<file path="src/design/ppc_fifo.sv">
// Small first-in first-out queue held in flip-flops, show-ahead read.
// Uses no package; widths and depth come from its parameters.
module ppc_fifo #(
    parameter int WIDTH = 1,
    parameter int DEPTH = 2
) (
    input  logic             i_clk,
    input  logic             i_rst_n,
    input  logic             i_wr,
    input  logic [WIDTH-1:0] i_wdata,
    input  logic             i_rd,
    output logic [WIDTH-1:0] o_rdata,
    output logic             o_full,
    output logic             o_empty
);

    localparam int PTR_BITS = (DEPTH > 1) ? $clog2(DEPTH) : 1;
    localparam int CNT_BITS = $clog2(DEPTH + 1);

    logic [WIDTH-1:0]    r_mem [DEPTH];
    logic [PTR_BITS-1:0] r_wr_ptr, n_wr_ptr;
    logic [PTR_BITS-1:0] r_rd_ptr, n_rd_ptr;
    logic [CNT_BITS-1:0] r_count, n_count;
    logic                do_wr, do_rd;

    assign o_full  = (r_count == CNT_BITS'(DEPTH));
    assign o_empty = (r_count == '0);
    assign o_rdata = r_mem[r_rd_ptr];
    assign do_wr   = i_wr && !o_full;
    assign do_rd   = i_rd && !o_empty;

    always_comb begin
        n_wr_ptr = r_wr_ptr;
        n_rd_ptr = r_rd_ptr;
        n_count  = r_count;
        if (do_wr) begin
            n_wr_ptr = (r_wr_ptr == PTR_BITS'(DEPTH - 1)) ? '0 : r_wr_ptr + 1'b1;
        end
        if (do_rd) begin
            n_rd_ptr = (r_rd_ptr == PTR_BITS'(DEPTH - 1)) ? '0 : r_rd_ptr + 1'b1;
        end
        case ({do_wr, do_rd})
            2'b10:   n_count = r_count + 1'b1;
            2'b01:   n_count = r_count - 1'b1;
            default: n_count = r_count;
        endcase
    end

    always_ff @(posedge i_clk) begin
        if (!i_rst_n) begin
            r_wr_ptr <= '0;
            r_rd_ptr <= '0;
            r_count  <= '0;
        end else begin
            r_wr_ptr <= n_wr_ptr;
            r_rd_ptr <= n_rd_ptr;
            r_count  <= n_count;
        end
    end

    always_ff @(posedge i_clk) begin
        if (do_wr) begin
            r_mem[r_wr_ptr] <= i_wdata;
        end
    end

`ifndef SYNTH
    a_count_bound: assert property (@(posedge i_clk) disable iff (!i_rst_n)
        r_count <= CNT_BITS'(DEPTH))
        else $error("queue count beyond depth");
    a_no_overflow: assert property (@(posedge i_clk) disable iff (!i_rst_n)
        !(i_wr && o_full))
        else $error("word written into a full queue");
    a_count_step: assert property (@(posedge i_clk) disable iff (!i_rst_n)
        (do_wr && !do_rd) |=> (r_count == $past(r_count) + 1'b1))
        else $error("queue count did not follow a write");
`endif

endmodule

</file>
<file path="config.mk">
export PLATFORM = sky130hd
export DESIGN_NAME = ppc_fifo
export DESIGN_NICKNAME = d
export VERILOG_FILES = /design/src/design/ppc_fifo.sv
export SDC_FILE = /design/constraint.sdc
export NUM_CORES = 1
export LEC_CHECK = 0
export ABC_AREA = 1
export BUFFER_PORTS_ARGS = -buffer_cell sky130_fd_sc_hd__buf_2
export CAP_MARGIN = 25
export CORE_AREA = 8 8 45 47
export CTS_CLUSTER_DIAMETER = 200
export DETAILED_ROUTE_END_ITERATION = 6
export DIE_AREA = 0 0 53 55
export PLACE_DENSITY = 0.54
export REMOVE_ABC_BUFFERS = 1
export SYNTH_ARGS = -nofsm -noshare
export SYNTH_HDL_FRONTEND = slang
export SYNTH_SLANG_ARGS = --single-unit
</file>
<file path="constraint.sdc">
create_clock -name i_clk -period 2.6 [get_ports i_clk]
set_clock_uncertainty 0.05 [all_clocks]
set_input_delay 0.13 -clock i_clk [delete_from_list [all_inputs] [get_ports i_clk]]
set_output_delay 0.13 -clock i_clk [all_outputs]
set_load 0.02 [all_outputs]
</file>
==> flow_summary.json <==
{
  "seq_area_frac_synth_pct": 47.8,
  "fmaxAchievable_mhz": 712,
  "path_class": "reg2reg",
  "htree_levels": 1,
  "cts_hold_buf": 0,
  "via_per_inst": 3.90,
  "post-cts-setup-buffers": 0,
  "cts_resized": 0,
  "pin_count": 8,
  "clk_pin_slew_worst_paths_ps": 50,
  "p_leak_uw": 0.000211,
  "grt_util_all_layers_pct": 4.77,
  "clk_latency_ps": 240,
  "final_layout_size_suffix_gt1_share_pct": 33.3,
  "drc": 0,
  "wl_per_cell_um": 7.83,
  "drt_wl_total_um": 548,
  "cts.sinks": 7,
  "syn_inst": 43,
  "crit_buf_inv": 2,
  "seq_area_sq_um": 160,
  "min_period_over_period_pct": 54.0,
  "synth_area_per_cell_sq_um": 7.80,
  "dp.final_hpwl_um": 478,
  "cp.required_ps": 2740,
  "place_congestion": 0.712,
  "multi_input_area_sq_um": 141,
  "synth_warnings": 0,
  "hold_class": "in2reg",
  "cp_slowest_cell": "dfxtp_1",
  "synth_area_sq_um": 335,
  "ctsLongestPathBuffers": 2,
  "area_delta_synth_final_pct": 24.3,
  "antennaDiodeCount": 0,
  "grt_first_pass_wirelength_um": 959,
  "die_area_sq_um": 2920,
  "fin_nets": 61,
  "ir_drop_mv": 0.423,
  "worstPathCellList": "nor2_2 -> nor2_2 -> inv_1 -> ha_1 -> inv_1 -> nand2_1 -> nor2_1 -> nor2_1 -> nor2_1",
  "r2r_slack_ps": 1200,
  "fin_setup_tns_ps": 0,
  "final_common_cell": "nor2_1",
  "tightest_slew_ps": 161,
  "ys_ff_latch": 7,
  "fp.dieW_um": 53,
  "max_stage_delay_ps": 390,
  "maxSlewViolCount": 0,
  "grt_max_degree": 5,
  "first_global_vias": 271,
  "cts_root_buf": "clkbuf_4",
  "instances_no_fill": 70,
  "cts_tree": "done",
  "crit_fanout": 4,
  "maxSlewHeadroom_pct": 89.2,
  "hold_viol_final": 0,
  "port_buffers": 7,
  "crit_arrival_ps": 1540,
  "firstDrtPassIters": 1,
  "via_count": 273,
  "start_kind": "register",
  "drt_iter0_drc": 0,
  "rsz0062_at_grt": "false",
  "crit_family": "simple AND/OR/NAND/NOR gates",
  "antenna_found_initial": 0,
  "cap_violations": 0,
  "die_y_um": 55,
  "p_per_area_nw_per_um2": 926,
  "num-fill-cells": 159,
  "place_inst": 66,
  "grt_overflow_total": 0,
  "setup_viol": 0,
  "crit_top_cell": "nor2_1",
  "outcome": "completed",
  "start_util_pct": 24.2,
  "synth_cell_types": 15,
  "rows": 14,
  "fp.coreArea_sq_um": 1380,
  "final_cell_mix": "9 x nor2_1, 7 x inv_1, 7 x nand2_1, 7 x buf_2, 5 x dfxtp_1",
  "post-route-min-period_ps": 1400,
  "ant_nets": 0,
  "end_kind": "register",
  "numCtsBuffers": 3
}
[Yosys cell counts, drive strengths merged]
cell / count / area (sq um)
inv: 9 / 33.8
ha: 1 / 12.5
nand2: 8 / 32.5
nand3: 1 / 5.00
nor2: 13 / 63.8
mux2: 1 / 11.3
a21oi: 1 / 5.00
nand4: 1 / 6.26
o21ai: 1 / 5.00
dfxtp: 5 / 100
edfxtp: 2 / 60.1
[per-layer routing]
metal,vias to the layer above,wire length [um],GRT usage (%)
met5,-,0,0
met4,0,0,1.29
met3,0,64,5.35
met2,6,257,7.81
met1,114,225,3.68
li1,153,-,-
[stage by stage]
| stage | util [%] | area, sq um | total power (uW) | setup slack, ps | hold slack [ps] |
|---|---|---|---|---|---|
| floorplan | - | 335 | 263 | 1180 | 179 |
| detailed placement | 28.2 | 390 | 297 | 1180 | 277 |
| finish | 30.1 | 417 | 386 | 1200 | 26.2 |
| global route | 30.1 | 417 | 421 | 1000 | 19.2 |
| global placement | 28.2 | 390 | 296 | 1190 | 278 |
| CTS | 30.1 | 417 | 395 | 1170 | 19.3 |
[path summary, 6_finish.rpt]
path / cells after the start / start / endpoint
max: 9 / r_count[0] / r_count[1]
min: 1 / i_wdata / r_mem[1]
max reg2reg: 9 / r_count[0] / r_count[1]
min reg2reg: 2 / r_rd_ptr / register
[report_power, final]
| group | internal [uW] | switching (uW) |
|---|---|---|
| Sequential | 136 | 15.2 |
| Clock | 58.3 | 36.5 |
| Combinational | 51.8 | 87.9 |
| Total | 246 | 140 |
[cells by family (layout without fill, tap and decap cells)]
kind of cell    after synthesis  in the layout  share of synthesized area, %
simple gates                 23             23                          32.1
buf+inv                       9             20                          10.1
flops                         7              7                          47.8
compound gates                2              2                          2.98
fa+ha+maj                     1              1                          3.73
mux                           1              1                          3.36
[area by class of cell]
class | instances | share of cell area, %
well taps | 16 | 4.80
flip-flops and latches | 7 | 38.4
inverters | 9 | 8.11
multi-input cells | 27 | 33.9
repair buffers | 7 | 8.41
clock buffers | 4 | 6.31
[worst reg2reg max path: cells and delay by family (launching register included)]
kind	cells	cell delay (ps)
buf+inv	2	150
fa+ha+maj	1	320
flops	1	390
simple gates	6	440
No activity file was read; power rests on OpenSTA's default activity.
