==> src/design/ppc_pkg.sv <==
// Shared types and constants for the point-in-polygon crossing test.
// No dependencies; ppc_front, ppc_back and the top refer to this package by scope.
package ppc_pkg;

    localparam int COORD_BITS_DEFAULT   = 32;
    localparam int QUEUE_DEPTH_DEFAULT  = 4;
    localparam int RESULT_DEPTH_DEFAULT = 2;

    localparam int CFG_DATA_BITS  = 32;
    localparam int CFG_INDEX_BITS = 2;

    localparam logic [CFG_INDEX_BITS-1:0] CFG_POINT_X = 2'd0;
    localparam logic [CFG_INDEX_BITS-1:0] CFG_POINT_Y = 2'd1;

    // Classification of one edge, carried with its differences.
    typedef struct packed {
        logic straddle;
        logic da_neg;
        logic last;
    } t_edge_flags;

endpackage

==> src/design/ppc_front.sv <==
// Front end: holds the query point registers and turns each edge into the
// differences and flags the crossing test needs. Depends on ppc_pkg.
module ppc_front #(
    parameter int COORD_BITS = ppc_pkg::COORD_BITS_DEFAULT
) (
    input  logic                                i_clk,
    input  logic                                i_rst_n,
    input  logic                                i_cfg_valid,
    output logic                                o_cfg_ready,
    input  logic [ppc_pkg::CFG_INDEX_BITS-1:0]  i_cfg_index,
    input  logic [ppc_pkg::CFG_DATA_BITS-1:0]   i_cfg_data,
    input  logic [COORD_BITS-1:0]               i_edge_x1,
    input  logic [COORD_BITS-1:0]               i_edge_y1,
    input  logic [COORD_BITS-1:0]               i_edge_x2,
    input  logic [COORD_BITS-1:0]               i_edge_y2,
    input  logic                                i_last_edge,
    output ppc_pkg::t_edge_flags                o_flags,
    output logic [4*(COORD_BITS+1)-1:0]         o_data
);

    localparam int W  = COORD_BITS + 1;
    localparam int DB = ppc_pkg::CFG_DATA_BITS;

    logic [DB-1:0]         r_point_x, n_point_x;
    logic [DB-1:0]         r_point_y, n_point_y;
    logic [COORD_BITS-1:0] px_cb, py_cb;
    logic signed [W-1:0]   x1_s, y1_s, x2_s, y2_s, px_s, py_s;
    logic signed [W-1:0]   dx1, dy, da, db, dx;

    assign o_cfg_ready = 1'b1;

    always_comb begin
        n_point_x = r_point_x;
        n_point_y = r_point_y;
        if (i_cfg_valid) begin
            case (i_cfg_index)
                ppc_pkg::CFG_POINT_X: n_point_x = i_cfg_data;
                ppc_pkg::CFG_POINT_Y: n_point_y = i_cfg_data;
                default: ;
            endcase
        end
    end

    always_ff @(posedge i_clk) begin
        if (!i_rst_n) begin
            r_point_x <= '0;
            r_point_y <= '0;
        end else begin
            r_point_x <= n_point_x;
            r_point_y <= n_point_y;
        end
    end

    // A register narrower than the coordinate is taken as unsigned.
    generate
        if (COORD_BITS <= DB) begin : g_narrow
            assign px_cb = r_point_x[COORD_BITS-1:0];
            assign py_cb = r_point_y[COORD_BITS-1:0];
        end else begin : g_wide
            assign px_cb = {{(COORD_BITS-DB){1'b0}}, r_point_x};
            assign py_cb = {{(COORD_BITS-DB){1'b0}}, r_point_y};
        end
    endgenerate

    assign x1_s = W'($signed(i_edge_x1));
    assign y1_s = W'($signed(i_edge_y1));
    assign x2_s = W'($signed(i_edge_x2));
    assign y2_s = W'($signed(i_edge_y2));
    assign px_s = W'($signed(px_cb));
    assign py_s = W'($signed(py_cb));

    assign dx1 = x1_s - px_s;
    assign dy  = y1_s - y2_s;
    assign da  = y1_s - py_s;
    assign db  = y2_s - py_s;
    assign dx  = x2_s - x1_s;

    assign o_flags.straddle = da[W-1] ^ db[W-1];
    assign o_flags.da_neg   = da[W-1];
    assign o_flags.last     = i_last_edge;
    assign o_data           = {dx1, dy, da, dx};

endmodule

==> config.mk <==
export PLATFORM = sky130hd
export DESIGN_NAME = ppc_front
export DESIGN_NICKNAME = d
export VERILOG_FILES = /design/src/design/ppc_pkg.sv /design/src/design/ppc_front.sv
export SDC_FILE = /design/constraint.sdc
export NUM_CORES = 1
export LEC_CHECK = 0
export ABC_AREA = 1
export BUFFER_PORTS_ARGS = -buffer_cell sky130_fd_sc_hd__buf_4
export CELL_PAD_IN_SITES_DETAIL_PLACEMENT = 1
export CELL_PAD_IN_SITES_GLOBAL_PLACEMENT = 1
export CORE_MARGIN = 10
export CORE_UTILIZATION = 34
export DETAILED_ROUTE_END_ITERATION = 8
export PLACE_DENSITY_LB_ADDON = 0.1
export SYNTH_ARGS = -nofsm -noshare
export SYNTH_HDL_FRONTEND = slang
export SYNTH_SLANG_ARGS = --single-unit
export TNS_END_PERCENT = 10
==> constraint.sdc <==
create_clock -name i_clk -period 1.7 [get_ports i_clk]
set_input_delay 0 -clock i_clk [delete_from_list [all_inputs] [get_ports i_clk]]
set_output_delay 0 -clock i_clk [all_outputs]
set_load 0.02 [all_outputs]
==> results of run 1 <==
## critical path, cell delays in order (launching register included)
cell,delay [ns]
dfxtp_1,0.32
inv_1,0.07
ha_1,0.35
nand2_1,0.19
inv_2,0.07
nand2_1,0.08
nand2_1,0.15
a21oi_2,0.23
nand2_4,0.09
nand2_4,0.11
nand3_2,0.11
nand2_4,0.11
nand3_2,0.08
nand2_2,0.07
buf_6,0.11
## kinds of logic after synthesis
kind of cell,Yosys count,synth area share [%]
buffers and inverters,296,10.3
other,1,0.0345
XOR/XNOR,99,7.99
AO/OA/AOI/OAI,487,25.7
flip-flops,64,11.8
AND/OR/NAND/NOR,653,25.0
adder cells (fa/ha/maj),163,19.1
## worst paths after layout
kind	from	endpoint	slack, ns	depth (start not counted)
setup / recovery	py_cb[11]	o_flags[2]	-0.78	14
hold / removal	i_last_edge	o_flags[0]	0.0004	0
setup reg to reg	py_cb[0]	py_cb[0]	0.78	3
hold reg to reg	px_cb[31]	px_cb[31]	0.53	2
## metrics by stage
stage	cell area, um2	setup WS (ns)	util, %	hold slack [ns]
global placement	16200	-0.427	51.3	0.000547
CTS	17900	-0.666	56.8	0.000547
floorplan	11000	-0.0840	-	0.113
global route	18900	-0.897	59.9	0.000321
finish	18900	-0.780	59.9	0.000394
detailed placement	16200	-0.515	51.3	0.000547
## final cells by class
cell class	count	area (um2)	share of cell area, %
diodes	4	10.0	0.0529
well taps	402	503	2.66
inverters	274	1030	5.44
repair buffers	687	5380	28.4
multi-input cells	1403	10400	55.0
clock inverters	7	72.6	0.384
flip-flops and latches	64	1290	6.85
clock buffers	9	225	1.19
## flip-flops by register name (all words and copies together), names as in the netlist
name and count:
px_cb 32, py_cb 32
## repair_timing
item,in CTS,in global routing
buffers inserted,10,10
endpoints found under the setup margin,105,113
pin swaps,49,48
cloned,0,0
hold buffers,29,0
gates resized for setup,217,196
endpoints found under the hold margin,40,0
## per-layer routing
| metal | track usage, % | vias to the layer above | share of wire, % | wire length (um) |
|---|---|---|---|---|
| li1 | - | 7204 | - | - |
| met1 | 35.0 | 7456 | 41 | 26700 |
| met2 | 52.4 | 505 | 51 | 33300 |
| met3 | 4.56 | 161 | 4.6 | 3010 |
| met4 | 7.09 | 0 | 4.2 | 2730 |
| met5 | 0 | - | 0 | 0 |
## cell usage in the layout, fill, tap and decap left out, types with 22 or more instances in the layout
| cell type | n |
|---|---|
| nand2_1 | 312 |
| nand3_1 | 51 |
| buf_4 | 624 |
| buf_6 | 32 |
| o21ai_0 | 118 |
| a21oi_2 | 60 |
| nor2_1 | 124 |
| xor2_2 | 22 |
| nand2_2 | 45 |
| dfxtp_1 | 57 |
| dlygate4sd3_1 | 29 |
| o21ai_1 | 23 |
| ha_4 | 41 |
| ha_1 | 111 |
| a21oi_1 | 176 |
| xor2_1 | 40 |
| inv_1 | 256 |
| nor2_2 | 30 |
## power by group
group | switching [mW] | leakage [nW] | internal [mW] | total, mW
clock network | 0.743 | 0.141 | 1.13 | 1.88
logic | 5.11 | 8.24 | 3.89 | 9.00
registers | 0.0320 | 0.527 | 1.58 | 1.61
total | 5.88 | 8.90 | 6.61 | 12.5
==> flow_summary.toml, run 1 <==
[status]
status = "finished, violations left"
violations = "setup timing"

[yosys]
ys_seq_area_share_pct = 11.8
synth_ff_type = "dfxtp_1"
syn_inst = 1763
syn-cell-area_um2 = 10900
syn-mean-instance-area_um2 = 6.16
synth_cell_types = 43
async_flop_share_pct = 0
netlist_top_cells_count = "nand2_1 (357), inv_1 (269), a21oi_1 (236), nor2_1 (161), ha_1 (159)"
synth.area.top_cells = "ha_1 (18%), nand2_1 (12%), dfxtp_1 (12%), a21oi_1 (11%), inv_1 (9.3%)"
synth_edf_count = 0
ys_ff_latch = 64
synth_most_common_cell = "nand2_1"
synth_largest_area_cell = "ha_1"
synth_nets = 2092
synth.top_cell.area_share_pct = 18.3
yosys_warnings = 0

[critical_path]
cp-end-kind = "output pin"
worst_setup_path_start_kind = "flip-flop"
crit_type = "reg -> out"
critical_path_arrival_ns = 2.48
crit_fanout = 4
cp.required_ns = 1.70

[route]
ant_nets = 0
vias_per_cell = 5.38
drtIter0Drc = 709
wl_um = 65700
wl_per_cell_um = 23.1
via_count = 15300
dr.pass1.iters = 5
drc = 0

[place]
place_inst = 2781
gp_congestion = 0.933
dp_hpwl_um = 47300
port_buffers = 298

[layout]
layout-drive-gt1-share_pct = 42.4
nNetsFinal = 2768
fillCellCount = 4021
syn2layout_area_growth_pct = 74.1
instances_no_fill = 2850

[timing]
setup_viol = 111
hold_violations = 0
period_minus_slack_ns = 2.48
rsz0062_at_grt = "true"
fmax_mhz = 403
fin_setup_tns_ns = -42.58
clock_skew_ns = 0
postLayoutSetupSlackWorst_ns = -0.780
relSlewSlack_pct = 57.8
worst_pin_slew_ns = 0.633
period_share_pct = 146
slew_violations = 0

[global_route]
grt_overflow = 0
grt.total_usage_pct = 29.1
antenna_found_initial = 4
grt_pass1_wl_um = 90600
grt_pass1_vias = 16200
grt_max_degree = 65

[hold_path]
min_path_type = "in -> out"

[clocking]
cts_tree = "yes"
clock_latency_ns = 0.34
cts_buffers = 9
cts_max_level = 3
cts_root_buf = "clkbuf_16"
clk_pin_slew_ns = 0.05
clock-sinks = 64
clock_path_buffers = 2

[power_and_ir_drop]
ir_worst_vdd_mv = 0.659
power.leakage_nw = 8.90
power_mw = 12.5
power_density_nw_per_um2 = 661

[floorplan]
io_pins = 302
initial_core_util_pct = 34.4
core_area_um2 = 31600
fp.dieH_um = 199
rows = 65
die-area_um2 = 39500
die_x_um = 199

[job]
drv_cap = 0
Note: power is estimated with default switching activity, not from simulation.
==> inputs of run 2 (changes only) <==
- PLACE_DENSITY_LB_ADDON: 0.1 -> 0.15
==> run 2 against run 1 <==
  * The run still ends with setup timing left
  * Register-to-register slack lost 0.02 ns
  * Clock power grew 18%
  * Core utilization grew 1.5 points
  * Routed wire length grew 3.1%
  * Largest cell class unchanged
  * Largest power group unchanged
==> flow_summary.toml, run 2 (same netlist as run 1, synthesis figures left out) <==
[route]
wl_um = 67800
via_count = 15500
dr.pass1.iters = 7
vias_per_cell = 5.45
wl_per_cell_um = 23.8
ant_nets = 0
drc = 0
drtIter0Drc = 757

[power_and_ir_drop]
power.leakage_nw = 9.02
ir_worst_vdd_mv = 0.608
power_mw = 13.1
power_density_nw_per_um2 = 676

[layout]
nNetsFinal = 2772
layout-drive-gt1-share_pct = 45.1
final_common_cell = "buf_4"
mostFrequentLayoutCells = "buf_4 (619), nand2_1 (297), inv_1 (239), a21oi_1 (174), nor2_1 (127)"
fillCellCount = 3961
post-route-cell-area_um2 = 19400
syn2layout_area_growth_pct = 78.5

[critical_path]
crit_slowest_cell = "dfxtp_2"
cp-end-kind = "output pin"
critical_path.cell_chain = "inv_2 > ha_4 > nand2_1 > o21ai_1 > nor2_2 > o21ai_4 > buf_6 > nand3b_1 > o211ai_1 > nand2_1 > nand2_2 > buf_6"
cp.required_ns = 1.70
ff2ff_setup_slack_ns = 0.76
crit_type = "reg -> out"
worst_setup_path_start_kind = "flip-flop"
crit_fanout = 3
max_stage_delay_ns = 0.35
critical_path_arrival_ns = 2.52

[floorplan]
die_x_um = 199
die-area_um2 = 39500
rows = 65
initial_core_util_pct = 34.4
core_area_um2 = 31600
fp.dieH_um = 199
io_pins = 302

[timing]
worst_pin_slew_ns = 0.651
relSlewSlack_pct = 56.6
rsz0062_at_grt = "true"
slew_violations = 0
clock_skew_ns = 0
period_minus_slack_ns = 2.52
hold_violations = 0
fin_setup_tns_ns = -42.66
setup_viol = 114
fmax_mhz = 398
period_share_pct = 148
postLayoutSetupSlackWorst_ns = -0.816

[clocking]
cts_root_buf = "clkbuf_16"
cts_max_level = 3
cts_tree = "yes"
clock-sinks = 64
clock_path_buffers = 2
clock_latency_ns = 0.34
clk_pin_slew_ns = 0.06
cts_buffers = 9

[status]
status = "finished, violations left"
violations = "setup timing"

[place]
port_buffers = 298
gp_congestion = 0.928
dp_hpwl_um = 46900
dp_worst_setup_slack_ns = -0.459
dpl_cell_area_um2 = 16200

[global_route]
grt_overflow = 0
grt_max_degree = 65
grt_pass1_vias = 16400
grt_pass1_wl_um = 90700
grt.total_usage_pct = 29.1
antenna_found_initial = 2

[hold_path]
min_path_type = "in -> out"

[job]
drv_cap = 0
-- run 2: path summary, 6_finish.rpt --
check	start	endpoint	cells after the start
worst min-delay path	i_last_edge	o_flags[0]	0
worst max-delay path	px_cb[5]	o_data[125]	12
worst max register to register	px_cb[5]	px_cb[5]	4
worst min register to register	px_cb[30]	px_cb[30]	2
-- run 2: what timing repair did --
item | CTS | global route
gates resized for setup | 215 | 281
setup endpoints to repair | 108 | 113
hold buffers | 31 | 0
hold endpoints to repair | 50 | 0
setup buffers | 14 | 10
gates cloned | 0 | 0
pin swaps | 64 | 78
-- run 2: area by class of cell --
class                      instances  area (um2)  share of cell area [%]
multi-input combinational       1403       10800                    55.6
antenna                            1        2.50                  0.0129
inverter                         274        1030                    5.33
sequential                        64        1300                    6.71
tap                              402         503                    2.60
clock inverter                     7         120                   0.620
clock buffer                       9         225                    1.16
timing repair buffer             691        5430                    28.0
-- run 2: where the power goes --
group / internal [mW] / total, mW / switching (mW)
registers: 1.58 / 1.62 / 0.0380
clock network: 1.44 / 2.21 / 0.779
logic: 4.03 / 9.27 / 5.24
-- run 2: per-stage QoR --
step / util, % / hold WS, ns / instances
2_1_floorplan: - / 0.113 / 1763
5_1_grt: 61.4 / 0.000291 / 2850
6_report: 61.4 / 0.000375 / 2851
4_1_cts: 57.0 / 0.000476 / 2840
3_5_place_dp: 51.2 / 0.000476 / 2779
3_3_place_gp: 51.2 / 0.000476 / 2779
-- run 2: layer usage --
metal / GRT usage [%] / part of all wire [%]
met1: 34.1 / 39
met5: 0 / 0.024
met3: 6.13 / 5.4
met4: 8.76 / 5.0
met2: 51.7 / 50
-- run 2: critical path: cells and delay by family, from the launching register on --
kind / cells / cell delay, ns
AND/OR/NAND/NOR: 5 / 0.57
AO/OA/AOI/OAI: 3 / 0.65
flip-flops: 1 / 0.35
buffers and inverters: 3 / 0.32
adder cells (fa/ha/maj): 1 / 0.28
